===== src/sv/gof_pkg.sv =====
// Package for the glyph outline filter: row and register widths, job record
// passed from front to back, and the outline and width-mask functions.
// No dependencies.
package gof_pkg;

   localparam int ROW_WIDTH = 64;
   localparam int CFG_WIDTH = 7;
   localparam int MAX_WIDTH = 64;
   localparam logic [CFG_WIDTH-1:0] WIDTH_RESET = 7'h40;

   typedef logic [ROW_WIDTH-1:0] row_type;
   typedef logic [CFG_WIDTH-1:0] width_type;

   typedef enum logic [1:0] {
      JOB_SINGLE = 2'd0,
      JOB_MIDDLE = 2'd1,
      JOB_DOUBLE = 2'd2
   } job_kind_type;

   typedef struct packed {
      row_type      row_above;
      row_type      row_center;
      row_type      row_down;
      job_kind_type kind;
   } job_type;

   function automatic row_type valid_mask(input width_type w);
      width_type ws;
      row_type   m;
      ws = (w > width_type'(MAX_WIDTH)) ? width_type'(MAX_WIDTH) : w;
      for (int i = 0; i < ROW_WIDTH; i++) begin
         m[i] = (width_type'(ROW_WIDTH - 1 - i) < ws);
      end
      return m;
   endfunction

   function automatic row_type outline_row(input row_type up, input row_type mid,
                                           input row_type down, input row_type m);
      row_type a;
      row_type c;
      row_type b;
      a = up & m;
      c = mid & m;
      b = down & m;
      return (a | b | (c >> 1) | (c << 1)) & ~c & m;
   endfunction

endpackage


===== src/sv/gof_front.sv =====
// Front end: takes input rows, holds the two previous rows and makes an
// outline job of each row but a non-last first row. Depends on gof_pkg.
module gof_front (
   input  logic             clock,
   input  logic             reset,
   input  logic             req_tvalid,
   output logic             req_tready,
   input  gof_pkg::row_type req_tdata,   // [63:0] row_bits
   input  logic             req_tlast,   // last_row
   input  logic             job_full,
   output logic             job_push,
   output gof_pkg::job_type job_data
);
   import gof_pkg::*;

   row_type    row_above_ff, row_above_in;
   row_type    row_center_ff, row_center_in;
   logic [1:0] rows_seen_ff, rows_seen_in;
   logic       accept;
   logic       busy;

   assign req_tready = !job_full;
   assign accept     = req_tvalid && req_tready;
   assign busy       = (rows_seen_ff != 2'd0);
   assign job_push   = accept && (busy || req_tlast);

   always_comb begin
      job_data.row_above  = row_above_ff;
      job_data.row_center = row_center_ff;
      job_data.row_down   = req_tdata;
      if (!busy) begin
         job_data.kind = JOB_SINGLE;
      end else if (req_tlast) begin
         job_data.kind = JOB_DOUBLE;
      end else begin
         job_data.kind = JOB_MIDDLE;
      end

      row_above_in  = row_above_ff;
      row_center_in = row_center_ff;
      rows_seen_in  = rows_seen_ff;
      if (accept) begin
         if (req_tlast) begin
            row_above_in  = '0;
            row_center_in = '0;
            rows_seen_in  = 2'd0;
         end else begin
            row_above_in  = busy ? row_center_ff : '0;
            row_center_in = req_tdata;
            rows_seen_in  = busy ? 2'd2 : 2'd1;
         end
      end
   end

   always_ff @(posedge clock) begin
      if (reset) begin
         row_above_ff  <= '0;
         row_center_ff <= '0;
         rows_seen_ff  <= 2'd0;
      end else begin
         row_above_ff  <= row_above_in;
         row_center_ff <= row_center_in;
         rows_seen_ff  <= rows_seen_in;
      end
   end

endmodule


===== src/sv/gof_queue.sv =====
// Two-entry job queue between front and back ends.
// Depends on gof_pkg.
module gof_queue (
   input  logic             clock,
   input  logic             reset,
   input  logic             push,
   input  gof_pkg::job_type push_data,
   output logic             full,
   input  logic             pop,
   output logic             head_valid,
   output gof_pkg::job_type head_data
);
   import gof_pkg::*;

   job_type    entry_ff [2];
   logic       wr_ptr_ff, wr_ptr_in;
   logic       rd_ptr_ff, rd_ptr_in;
   logic [1:0] count_ff, count_in;
   logic       do_push;
   logic       do_pop;

   assign full       = (count_ff == 2'd2);
   assign head_valid = (count_ff != 2'd0);
   assign head_data  = entry_ff[rd_ptr_ff];
   assign do_push    = push && !full;
   assign do_pop     = pop && head_valid;

   always_comb begin
      wr_ptr_in = do_push ? !wr_ptr_ff : wr_ptr_ff;
      rd_ptr_in = do_pop ? !rd_ptr_ff : rd_ptr_ff;
      count_in  = count_ff + 2'(do_push) - 2'(do_pop);
   end

   always_ff @(posedge clock) begin
      if (do_push) begin
         entry_ff[wr_ptr_ff] <= push_data;
      end
   end

   always_ff @(posedge clock) begin
      if (reset) begin
         wr_ptr_ff <= 1'b0;
         rd_ptr_ff <= 1'b0;
         count_ff  <= 2'd0;
      end else begin
         wr_ptr_ff <= wr_ptr_in;
         rd_ptr_ff <= rd_ptr_in;
         count_ff  <= count_in;
      end
   end

endmodule


===== src/sv/gof_back.sv =====
// Back end: computes outlines from queued jobs and drives the result
// register. A double job gives two results. Depends on gof_pkg.
module gof_back (
   input  logic               clock,
   input  logic               reset,
   input  gof_pkg::width_type glyph_width,
   input  logic               head_valid,
   input  gof_pkg::job_type   head_data,
   output logic               pop,
   output logic               rsp_tvalid,
   input  logic               rsp_tready,
   output gof_pkg::row_type   rsp_tdata,   // [63:0] outline_bits
   output logic               rsp_tlast    // final_out
);
   import gof_pkg::*;

   logic    rsp_valid_ff, rsp_valid_in;
   row_type rsp_data_ff;
   logic    rsp_last_ff;
   logic    phase_ff, phase_in;
   logic    load;
   row_type sel_up, sel_mid, sel_down;
   logic    sel_last;
   logic    second;

   assign load   = head_valid && (!rsp_valid_ff || rsp_tready);
   assign second = phase_ff;

   always_comb begin
      sel_up   = '0;
      sel_mid  = head_data.row_down;
      sel_down = '0;
      sel_last = 1'b1;
      pop      = 1'b0;
      phase_in = phase_ff;
      unique case (head_data.kind)
         JOB_SINGLE: begin
            pop = load;
         end
         JOB_MIDDLE: begin
            sel_up   = head_data.row_above;
            sel_mid  = head_data.row_center;
            sel_down = head_data.row_down;
            sel_last = 1'b0;
            pop      = load;
         end
         JOB_DOUBLE: begin
            if (second) begin
               sel_up  = head_data.row_center;
               sel_mid = head_data.row_down;
            end else begin
               sel_up   = head_data.row_above;
               sel_mid  = head_data.row_center;
               sel_down = head_data.row_down;
               sel_last = 1'b0;
            end
            pop = load && second;
            if (load) begin
               phase_in = !second;
            end
         end
         default: begin
            pop = load;
         end
      endcase
      rsp_valid_in = load ? 1'b1 : (rsp_valid_ff && !rsp_tready);
   end

   always_ff @(posedge clock) begin
      if (load) begin
         rsp_data_ff <= outline_row(sel_up, sel_mid, sel_down, valid_mask(glyph_width));
         rsp_last_ff <= sel_last;
      end
   end

   always_ff @(posedge clock) begin
      if (reset) begin
         rsp_valid_ff <= 1'b0;
         phase_ff     <= 1'b0;
      end else begin
         rsp_valid_ff <= rsp_valid_in;
         phase_ff     <= phase_in;
      end
   end

   assign rsp_tvalid = rsp_valid_ff;
   assign rsp_tdata  = rsp_data_ff;
   assign rsp_tlast  = rsp_last_ff;

endmodule


===== src/sv/glyph_outline_filter.sv =====
// Glyph outline filter: 4-neighbor outer boundary of a 1-bit glyph, one row per transfer.
// Throughput one row per cycle while the job queue is not full; a last row after held
// rows gives one extra result. Results pass a queue entry and then the output register.
// Reset clears held rows, queue and output valid; glyph_width resets to 64.
// Depends on gof_pkg, gof_front, gof_queue, gof_back.
module glyph_outline_filter (
   input  logic               clock,
   input  logic               reset,
   input  logic               req_tvalid,
   output logic               req_tready,
   input  gof_pkg::row_type   req_tdata,   // [63:0] row_bits
   input  logic               req_tlast,   // last_row
   output logic               rsp_tvalid,
   input  logic               rsp_tready,
   output gof_pkg::row_type   rsp_tdata,   // [63:0] outline_bits
   output logic               rsp_tlast,   // final_out
   input  logic               csr_valid,
   output logic               csr_ready,
   input  gof_pkg::width_type csr_data     // [6:0] glyph_width
);
   import gof_pkg::*;

   width_type glyph_width_ff;
   logic      job_full;
   logic      job_push;
   job_type   job_data;
   logic      head_valid;
   job_type   head_data;
   logic      pop;

   assign csr_ready = 1'b1;

   always_ff @(posedge clock) begin
      if (reset) begin
         glyph_width_ff <= WIDTH_RESET;
      end else if (csr_valid && csr_ready) begin
         glyph_width_ff <= csr_data;
      end
   end

   gof_front u_front (
      .clock      (clock),
      .reset      (reset),
      .req_tvalid (req_tvalid),
      .req_tready (req_tready),
      .req_tdata  (req_tdata),
      .req_tlast  (req_tlast),
      .job_full   (job_full),
      .job_push   (job_push),
      .job_data   (job_data)
   );

   gof_queue u_queue (
      .clock      (clock),
      .reset      (reset),
      .push       (job_push),
      .push_data  (job_data),
      .full       (job_full),
      .pop        (pop),
      .head_valid (head_valid),
      .head_data  (head_data)
   );

   gof_back u_back (
      .clock       (clock),
      .reset       (reset),
      .glyph_width (glyph_width_ff),
      .head_valid  (head_valid),
      .head_data   (head_data),
      .pop         (pop),
      .rsp_tvalid  (rsp_tvalid),
      .rsp_tready  (rsp_tready),
      .rsp_tdata   (rsp_tdata),
      .rsp_tlast   (rsp_tlast)
   );

endmodule


===== config.mk =====
export PLATFORM = sky130hd
export DESIGN_NAME = glyph_outline_filter
export DESIGN_NICKNAME = d
export VERILOG_FILES = /design/src/sv/gof_pkg.sv /design/src/sv/gof_front.sv /design/src/sv/gof_queue.sv /design/src/sv/gof_back.sv /design/src/sv/glyph_outline_filter.sv
export SDC_FILE = /design/constraint.sdc
export NUM_CORES = 1
export LEC_CHECK = 0
export ABC_AREA = 1
export BUFFER_PORTS_ARGS = -buffer_cell sky130_fd_sc_hd__buf_2
export CORE_MARGIN = 5
export CORE_UTILIZATION = 40
export DETAILED_ROUTE_END_ITERATION = 10
export GPL_TIMING_DRIVEN = 1
export SETUP_SLACK_MARGIN = 0.05
export SLEW_MARGIN = 20
export SYNTH_ARGS = -nofsm -noshare
export SYNTH_HDL_FRONTEND = slang
export SYNTH_SLANG_ARGS = --single-unit

===== constraint.sdc =====
create_clock -name clock -period 24 [get_ports clock]
set_input_delay 1.2 -clock clock [delete_from_list [all_inputs] [get_ports clock]]
set_output_delay 1.2 -clock clock [all_outputs]
set_load 0.1 [all_outputs]

# Word level (Yosys, flattened, before mapping)
# Memories as Yosys holds them, arrays and structs flattened. A register that Yosys moved wholly into a read port is not among the register bits.
# Cells that the tools add are included.
dict set report word_totals {
  word_cells 131
  in_bits 77
  output_inout_bits 68
  mem_bits_rw 388
  regBits 208
  mem_count 1
}
# name depth word_bits read_ports rd_clocked_by_memory_dff wr line
set mem_list {}
lappend mem_list {u_queue.entry_ff 2 194 1 1 1 gof_queue.sv:15} ;# job_type entry_ff [2];
dict set report op_classes {
  eq_ne 3
  n_bitwise 9
  order_cmp 65
  mux 22
  reduce_logical 18
  n_addsub 2
}
# op count
set ops {}
lappend ops {{64-bit 2-to-1 mux} 6}
lappend ops {{64-bit case mux with 2 select lines} 3}
lappend ops {{64-bit bitwise AND} 5}
lappend ops {{6-bit by 7-bit < comparator with 1-bit output (first input constant)} 32}
lappend ops {{64-bit OR} 2}
lappend ops {{5-bit by 7-bit < comparator with 1-bit output (first input constant)} 16}
lappend ops {{64-bit inverter} 1}
lappend ops {{64-bit by 63-bit OR with 64-bit output} 1}
lappend ops {{4-bit by 7-bit < comparator with 1-bit output (first input constant)} 8}
lappend ops {{3-bit by 7-bit < comparator with 1-bit output (first input constant)} 4}
lappend ops {{1-bit by 7-bit < comparator with 1-bit output (first input constant)} 2}
lappend ops {{2-bit by 7-bit < comparator with 1-bit output (first input constant)} 2}
lappend ops {{2-bit 2-to-1 mux} 4}
lappend ops {{7-bit greater-than comparator (second input constant)} 1}
lappend ops {{1-bit logical AND} 7}
lappend ops {{1-bit 2-to-1 mux} 7}
lappend ops {{7-bit 2-to-1 mux} 1}
lappend ops {{1-bit zero test} 6}
lappend ops {{2-bit == test (second input constant)} 2}
lappend ops {{2-bit nonzero test} 2}
lappend ops {{2-bit by 1-bit adder with 2-bit output} 1}
lappend ops {{2-bit by 1-bit == test with 1-bit output (second input constant)} 1}
lappend ops {{1-bit logical OR} 2}
lappend ops {{1-bit case mux with 2 select lines} 1}
lappend ops {{other kinds (2)} 2}

# Logic depth before layout (Yosys ltp)
dict set report logic_depth {
  word_depth 9
  depth_mapped 16
  ltp_nobuf 14
}

# By module
# Synthesis repeated with hierarchy kept, for this count alone.
dict set report unflattened {
  cells_unflattened 2248
  hier_area_um2 26377.8
}
# mod area_per_inst_um2 cells_per_inst seq_area_each_um2 n_inst
set by_module_without_submodules {}
lappend by_module_without_submodules {gof_queue 14916.8 642 11751.3 1}
lappend by_module_without_submodules {gof_back 5929.4 914 1991.9 1}
lappend by_module_without_submodules {gof_front 5236.3 647 2602.5 1}
lappend by_module_without_submodules {glyph_outline_filter 295.3 45 140.1 1}

# Worst setup path after synthesis
# Ideal clock, no wire load.
dict set report synth_path {
  kind {input-to-reg}
  startpoint {input req_tvalid}
  endpoint {memory u_queue.entry_ff[1][0] in the netlist's numbering, enable pin}
  setup_ps 752
  required_ps 23248
  path_stages 4
  path_buffers 0
  setup_slack_ps 13661
  arrival_ps 9587
  path_cell_list {nand2_1 > inv_1 > nand2_1 > nor2_1}
}
dict set report synth_via {
  elab_chain_cells 5
}
# item line
set synth_lines {}
lappend synth_lines {{from (decl)} glyph_outline_filter.sv:9} ;# input logic req_tvalid,
lappend synth_lines {{1-bit logical AND} gof_front.sv:23} ;# assign accept = req_tvalid && req_tready;
lappend synth_lines {{1-bit logical AND} gof_front.sv:25} ;# assign job_push = accept && (busy || req_tlast);
lappend synth_lines {{1-bit logical AND} gof_queue.sv:25} ;# assign do_push = push && !full;
lappend synth_lines {{1-bit 2-to-1 mux} gof_queue.sv:35} ;# if (do_push) begin
lappend synth_lines {{1-bit 2-to-1 mux (implied by the code)} gof_queue.sv:36} ;# entry_ff[wr_ptr_ff] <= push_data;
lappend synth_lines {{to (decl)} gof_queue.sv:15}
# No other way between the ends.

==> results by group <==
Run status
  • Status: complete, no violations

Timing
  • Min cycle time layout: 4.039 ns
  • Clk_skew: 0.01505 ns
  • Setup Viol. Count Final: 0
  • Max-slew violation count: 0
  • RSZ-0062 raised after global routing: false
  • Tcrit/Tclk final: 0.1683
  • Final hold vios: 0
  • Tightest Pin Transition: 1.128 ns
  • Max Fclk: 247.6 MHz
  • Relative max-transition margin: 0.2480
  • Final TNS setup: 0 ns

Yosys
  • Seq/Total Area, Yosys: 0.6497
  • Synth Area in Simple Gates: 0.1605
  • Register bit count reported by yosys: 597
  • Synthesized area: 0.02537 mm^2
  • YS warnings: 0
  • Post-synthesis net count: 2681
  • Cells after synthesis: 2600
  • Dominant combinational cell family by area after synthesis: simple AND/OR/NAND/NOR gates
  • Unique cell type count in the Yosys netlist: 29
  • Syn avg cell area: 9.759 um^2
  • Xor-xnor portion of the synthesized cell area: 0.0003452
  • Mux contribution to synthesized area: 0
  • Synth Area in Compound Gates: 0.1140
  • Adder-Cell Fraction of Synth Area: 0.001972

Critical path
  • Buf+Inv Stages, Crit Path: 4
  • Setup CP Type: reg -> reg
  • Top delay family on crit path: simple AND/OR/NAND/NOR gates
  • Worst EP required: 24.50 ns
  • Crit path largest cell delay: 0.84 ns
  • Crit start category: register
  • Critical path peak fanout: 78
  • Slowest cell on crit path: dfxtp_4
  • Most used cell, CP: inv_1
  • Crit path DAT: 4.54 ns
  • R2R setup slack: 19.96 ns
  • Element type at the critical path end: register
  • Cell breakdown of the critical path: inv_1 > or2_2 > o21ai_0 > inv_1 > ha_1 > inv_1 > nand3_2 > buf_4 > a21oi_1 > a21oi_1 > nand3_1 > and2_1

Power
  • P_leak: 11.23 nW
  • PwrDens: 136.6 mW/mm^2
  • Peak supply drop: 96.54 uV

Floorplan
  • Core area: 0.06297 mm^2
  • Die width: 261.9 um
  • Io pins: 145
  • Die Footprint: 0.06857 mm^2
  • Rows: 92
  • Starting density of the core: 0.4030
  • Die Y: 261.9 um

Route
  • Vias per Instance: 5.087
  • Routed wire per std cell: 18.59 um
  • DRT antenna net count: 0
  • Starting DRT DRC Count: 1556
  • Max layer used: met5
  • Met1 wire length: 28460 um
  • First-pass DRT Iterations: 5
  • DRC: 0
  • Total number of vias: 18260
  • WL final: 66730 um
  • DR WL met3: 4726 um
  • Met2 wire length: 31620 um

Min path
  • Type of the most critical hold path: reg -> reg

Clocking
  • Hold-fix buffers at CTS: 0
  • CTS root buf: clkbuf_16
  • Clock Latency Late Sink: 0.63 ns
  • Post-CTS setup buffer count: 0
  • Post-cts resize count: 0
  • Clock Path Buffers: 3
  • Clock sinks: 597
  • CTS tree: built
  • CTS Buf Count: 59
  • Clk slew on worst S/H paths: 0.07 ns
  • CTS H-tree depth: 2

Finish
  • Synth-to-Final Area Change: 13.10%
  • Layout cells sized above 1: 0.1017
  • Nets@finish: 2773
  • Post-Layout Cell Count: 3590
  • Final core occ: 0.4558

Placement
  • Detailed Place HPWL: 39570 um
  • # port buffers: 143
  • Dpl cells: 3476
  • Gp weighted congestion: 0.8041

GRT
  • First-pass GRT wire length: 102200 um
  • Overall routing resource usage: 0.1913
  • Initial antenna violation count: 5
  • Gr ovfl total: 0
  • Largest net degree at the start of global routing: 290
  • Vias in the first global route: 17540

Job
  • Max Cap Violations: 0
-- registers in the layout (all words and copies together) (netlist names), 2 cells and up, named ones only --
register	count
u_front.rows_seen_ff	2
u_front.row_above_ff	64
u_queue.entry_ff	388
u_front.row_center_ff	64
u_queue.count_ff	2
u_back.rsp_tdata	64
glyph_width_ff	7
-- synthesized netlist by cell type, drive strengths merged --
cell	instances	area, um^2
and2	3	18.77
buf	73	490.5
nand4	3	18.77
dfxtp	144	2883
nand3	151	755.7
clkbuf	57	214.0
xor2	1	8.760
a21o	1	7.510
or2	34	212.7
conb	1	3.750
a21oi	225	1126
o211ai	39	292.8
nor2	169	641.9
o21ai	291	1456
inv	308	1156
nand2	632	2375
edfxtp	453	13600
nor3	10	50.05
ha	4	50.05
o211a	1	10.01
-- through the flow --
stage	setup WS, ns	cell area (um^2)	power (W)	hold WS, ns
2_1_floorplan	13.66	25370	0.002644	0.4255
3_3_place_gp	19.49	26640	0.002964	0.4315
3_5_place_dp	19.48	26640	0.002981	0.4297
4_1_cts	19.96	28670	0.003943	0.4375
5_1_grt	19.65	28700	0.004146	0.4615
6_report	19.96	28700	0.003921	0.4437
-- placed cells by master, fill, tap and decap left out, drive strengths merged --
cell type	count
and2	3
o211ai	39
o211a	1
nor3	10
o21ai	291
nand2	632
clkbuf	84
ha	4
xor2	1
a21oi	225
edfxtp	453
clkinv	17
nand4	3
nand3	151
clkinvlp	2
diode	1
bufinv	8
buf	161
inv	309
dfxtp	144
or2	34
nor2	169
conb	1
a21o	1
-- cell families (layout without fill, tap and decap cells) --
logic type / Yosys count / count (layout)
buffers and inverters: 438 / 581
xor gates and xnor gates: 1 / 1
other: 1 / 2
adders and majority gates: 4 / 4
AOI/OAI and AO/OA: 557 / 557
and+or+nand+nor: 1002 / 1002
DFF: 597 / 597
-- power by group --
| part | internal (W) | switching, W | leakage, nW |
|---|---|---|---|
| registers | 0.00132 | 0.0000749 | 5.35 |
| clock network | 0.000570 | 0.000392 | 0.990 |
| logic | 0.000351 | 0.00121 | 4.89 |
-- layer usage --
layer	global-route usage	up-vias
li1	-	8888
met2	0.3182	589
met5	0	-
met4	0.05781	6
met3	0.03315	127
met1	0.2587	8651
-- final cells by class --
type                            count  area, um^2
Sequential cell                   597       16490
Clock inverter                     28       356.6
Antenna cell                        1       2.502
Clock buffer                       84        1672
Fill cell                        5929       34270
Tap cell                          846        1059
Multi-Input combinational cell   1565        7074
Timing Repair Buffer              161       885.9
Inverter                          308        1160
-- path summary, 6_finish.rpt --
check,startpoint,end,depth (start not counted)
max,register,u_back.rsp_tdata[9]$_DFFE_PP_,12
min,u_queue.rd_ptr_ff$_SDFFE_PP0P_,register,1
max reg2reg,register,u_back.rsp_tdata[9]$_DFFE_PP_,12
min reg2reg,u_queue.rd_ptr_ff$_SDFFE_PP0P_,register,1
No activity file was read; power rests on OpenSTA's default activity.
